<file path="src/rtl/tlsf_ram.sv">
// ----------------------------------------------------------------------------
// tlsf_ram
// Simple dual-port synchronous RAM, one write and one registered read port.
// ----------------------------------------------------------------------------
module tlsf_ram #(
  parameter int WIDTH = 8,
  parameter int DEPTH = 16
) (
  input  logic                     clk,
  input  logic                     rd_en,
  input  logic [$clog2(DEPTH)-1:0] rd_addr,
  output logic [WIDTH-1:0]         rd_data,
  input  logic                     wr_en,
  input  logic [$clog2(DEPTH)-1:0] wr_addr,
  input  logic [WIDTH-1:0]         wr_data
);

  logic [WIDTH-1:0] mem [DEPTH];

  always_ff @(posedge clk) begin
    if (wr_en) begin
      mem[wr_addr] <= wr_data;
    end
  end

  always_ff @(posedge clk) begin
    if (rd_en) begin
      rd_data <= mem[rd_addr];
    end
  end

endmodule

</file>
<file path="config.mk">
export PLATFORM = sky130hd
export DESIGN_NAME = tlsf_ram
export DESIGN_NICKNAME = d
export VERILOG_FILES = /design/src/rtl/tlsf_ram.sv
export SDC_FILE = /design/constraint.sdc
export NUM_CORES = 1
export LEC_CHECK = 0
export BUFFER_PORTS_ARGS = -buffer_cell sky130_fd_sc_hd__buf_4
export CAP_MARGIN = 15
export CORE_MARGIN = 4
export CORE_UTILIZATION = 60
export CTS_CLUSTER_SIZE = 28
export DETAILED_ROUTE_END_ITERATION = 8
export PLACE_DENSITY = 0.89
export SYNTH_ARGS = -nofsm -noshare
export SYNTH_HDL_FRONTEND = slang
export SYNTH_SLANG_ARGS = --single-unit
</file>
<file path="constraint.sdc">
create_clock -name clk -period 1.9 [get_ports clk]
set_input_delay 0.19 -clock clk [delete_from_list [all_inputs] [get_ports clk]]
set_output_delay 0.19 -clock clk [all_outputs]
set_load 0.01 [all_outputs]
</file>
Word-level counts from Yosys, hierarchy flattened
Memory sizes are Yosys's and may differ from the RTL's. A register that Yosys moved wholly into a read port is not among the register bits.
Cells that the tools add are included.
- register bits: 0
- latch bits: 0
- memory bits (writable): 128
- bits in read-only memories: 0
- output and inout port bits: 8
- logic and storage cells: 3
- memories kept: 1
- add/subtract/negate cells: 0
- $mul: 0
- div/mod/pow operators: 0
- $lt $le $gt $ge: 0
- equal/unequal tests: 0
- shift-type cells: 0
- mux-type cells: 2
- bitwise logic cells: 0
- reduce and logical (&&, ||, !) cells: 0
- memories (name ; words ; width ; rd ports ; clocked after Yosys merged registers in ; write ports ; line ; RTL):
    mem ; 16 ; 8 ; 1 ; 1 ; 1 ; 18 ; logic [WIDTH-1:0] mem [DEPTH];
- operators with widths (cell ; count):
    1-bit two-way mux ; 2

Longest topological paths before layout
- depth in word-level cells: 2
- gate-level depth with buffers: 5
- depth with buffers taken out: 3

Worst setup path after synthesis
No wires, ideal clock.
- path kind: input port to flip-flop
- from: input wr_addr[2]
- to: memory mem[0][0] (enable)
- setup time: 383 ps
- data arrival time: 1300 ps
- required time: 1517 ps
- slack: 217 ps
- stages: 2
- buffers on the path: 0
- cell sequence: or3b_2 > nor3_1
- RTL lines (item ; line ; RTL):
    start, declared ; 14 ; input logic [$clog2(DEPTH)-1:0] wr_addr,
    end, declared ; 18 ;
Straight into the memory's write port.

==> results.md <==
* Status: finished clean
* Relative slew margins at 70.6%
* Clock Path Buffers at 2
* Total of max-cap violations at 0
* Post-synth ARST share at 0%
* Mapped Area at 0.00523 mm^2
* Clock sink count at 136
* CP max-delay cell: mux4_1
* Sw Ratio at 19.7%
* Hold Vio Cnt, Final at 0
* Reg-to-Reg Start: mem[1][2]$_DFFE_PP_
* Period Utilization, post-route at 80.7%
* Power Internal at between 5 and 6 mW
* Post-synthesis sequential element count at 136
* Synth top area cells: edfxtp_1, mux4_2, mux4_1
* Final period demand of the worst path at 1530 ps
* Ys flop type: edfxtp_1
* CP Data Required Time at 2160 ps
* Initial antenna violation count at 0
* Row cnt at 33
* Net count, final at 313
* Commonest cells in the netlist: edfxtp_1, mux4_2, a22oi_1
* CP max FO at 1
* Clk slew on worst S/H paths at 60 ps
* WL met3 at about 820 um
* Dpl cells at 371
* Largest net degree at the start of global routing at 33
* IR drop worst, VDD at 0.000831 V
* Cell Area, Placed at around 0.0056 mm^2
* CP Launch Type: flip-flop
* Top-count cell post-synth: edfxtp_1
* Chip height at 101 um
* Crit path kind: reg2reg
* Tot GR Track Use at 23.7%
* Power per cell area at roughly 1100 mW/mm^2
* Fill cells at 442
* CTS Hold Bufs at 9
* H-tree levels at 4
* Post-CTS Setup Bufs at 0
* Finish-stage setup viols at 0
* Drc violations at 0
* Slew @ Worst Pin at 441 ps
* Clock network power share at 46.7%
* Layout area overhead at 21.0%
* Grt total ovfl at 0
* Hold_sp: wr_addr[0]
* Cell breakdown of the critical path: mux4_1 > a22oi_1 > nand2_1
* HP Class: in2reg
* WL final at about 11000 um
* Initial core utilization at between 60% and 70%
* DR iter-0 viols at 210
* Worst r2r path cells at 3
* Later-pin clock latency in the skew report at 520 ps
* Critical Path Start: mem[1][2]$_DFFE_PP_
* Post-synth EDFFs at 136
* RSZ-0062 raised after global routing: false
* Vias at 2658
* DR top layer: met4
* Hold Path Depth at 3
* DP Wirelength at 6550 um
* I/O pins at 27
* Synth warn at 0
* Yosys cell types at 18
* Antenna Nets Post-Route at 0
* Worst Clk Skew at between 6 and 7 ps
* Metal-1 WL at 4140 um
* Post-Syn Area per Cell at ~23 um^2
* Final Max Tran Viols at 0
* Core area at 0.00834 mm^2
* Diodes inserted at 0
* Post-place setup slack at 121 ps
* Die Footprint at between 0.01 and 0.015 mm^2
* Mapped Nets at between 200 and 250
* TritonCTS Buffers at 17
* Global-route wire length before repair at 16600 um
* Cell taking the most area after synthesis: edfxtp_1
* CP endpoint kind: flip-flop
* RePlAce Congestion at 0.783
* Util after Layout at 75.8%
* Slowest cell delay on critical path at 530 ps
* NetSw at 1.39 mW
* Pleak at 2.17 nW
* Post_cts resized at 0
* Initial DRT Pass Iterations at 5
* Die width at 101 um
* Synthesized instance count at 229
* Post-route cell area at 0.00633 mm^2
* CTS tree: yes
* Post-Layout Cell Count at 411
* Max Fclk at roughly 650 MHz
* Vias in the first global route at 2755
* Post-route worst setup slack at about 370 ps
* Top cell type's share of synthesized area at 78.1%
* Sequential fraction of design power at roughly half
* Vias per std cell at 6.47
* Layout cells sized above 1 at 31.0%
* Logic pwr share at 5.0%
* Routed met2 length at 5580 um
* CTS root buf: clkbuf_8
* Final setup TNS at 0 ps
* Sequential cell area fraction in the yosys report at 78.1%
* Critical Path AT at 1800 ps
* DR WL/cell at 26.4 um
* # port buffers at 26
## worst max-delay path, delay by kind of cell (launching register included)
kind             cells  cell delay (ps)
AO/OA/AOI/OAI        1              280
flip-flops           1              370
multiplexers         1              530
AND/OR/NAND/NOR      1              100
## power by group through the flow
stage | Sequential (mW) | Combinational [mW] | Clock [mW]
detailed placement | 3.46 | 0.331 | 0
global placement | 3.46 | 0.318 | 0
CTS | 3.40 | 0.354 | 3.32
finish | 3.40 | 0.352 | 3.29
floorplan | 3.46 | 0.171 | 0
global route | 3.41 | 0.378 | 3.48
## cells by family (layout without fill, tap and decap cells)
logic type             Yosys count  after routing  share of synthesized area (%)
DFF                            136            136                           78.1
muxes                           32             32                           14.8
buffers and inverters           10             87                           1.65
and+or+nand+nor                 35             35                           3.14
AOI/OAI and AO/OA               16             16                           2.30
## worst paths after layout
kind	to	slack, ps
worst max register to register	rd_data[2]$_DFFE_PP_	370
worst min-delay path	mem[4][3]$_DFFE_PP_	200
worst min register to register	rd_data[2]$_DFFE_PP_	770
worst max-delay path	rd_data[2]$_DFFE_PP_	370
## metal layers
metal / vias to the layer above / GRT usage [%]
met3: 29 / 6.54
met1: 1363 / 30.7
met5: - / 0
met2: 157 / 38.1
met4: 0 / 10.7
li1: 1109 / -
## layout by cell type, fill, tap and decap left out
cell type | synthesis | layout
edfxtp_1 | 136 | 136
buf_12 | 0 | 1
nor2b_1 | 1 | 1
mux4_2 | 18 | 18
or3b_2 | 1 | 1
nand2b_1 | 2 | 2
bufinv_16 | 0 | 4
clkbuf_16 | 0 | 16
a22oi_1 | 16 | 16
nor3_1 | 4 | 4
and2b_1 | 1 | 1
clkinvlp_4 | 0 | 2
clkinv_4 | 0 | 3
nand3b_1 | 2 | 2
nand3_1 | 1 | 1
clkbuf_1 | 0 | 1
and2_1 | 1 | 1
nand2_1 | 9 | 9
dlygate4sd3_1 | 0 | 9
buf_4 | 1 | 46
clkbuf_8 | 0 | 1
clkinv_2 | 0 | 3
mux4_1 | 14 | 14
nor2_1 | 13 | 13
clkinv_1 | 0 | 1
## area by class of cell
cell class | instances | area, um^2 | area share [%]
flip-flops and latches | 136 | 4080 | 64.6
well taps | 105 | 131 | 2.08
multi-input cells | 83 | 1060 | 16.7
repair buffers | 56 | 455 | 7.20
clock inverters | 13 | 180 | 2.85
clock buffers | 18 | 418 | 6.61
## sequential cells by signal, indices dropped and copies added, names as in the netlist
name and flops:
mem 128, rd_data 8
## through the flow
stage	power (mW)	hold slack (ps)
4_1_cts	7.08	189
6_report	7.05	202
2_1_floorplan	3.63	289
5_1_grt	7.27	209
3_5_place_dp	3.79	503
3_3_place_gp	3.78	493
No activity file was read; power rests on OpenSTA's default activity.
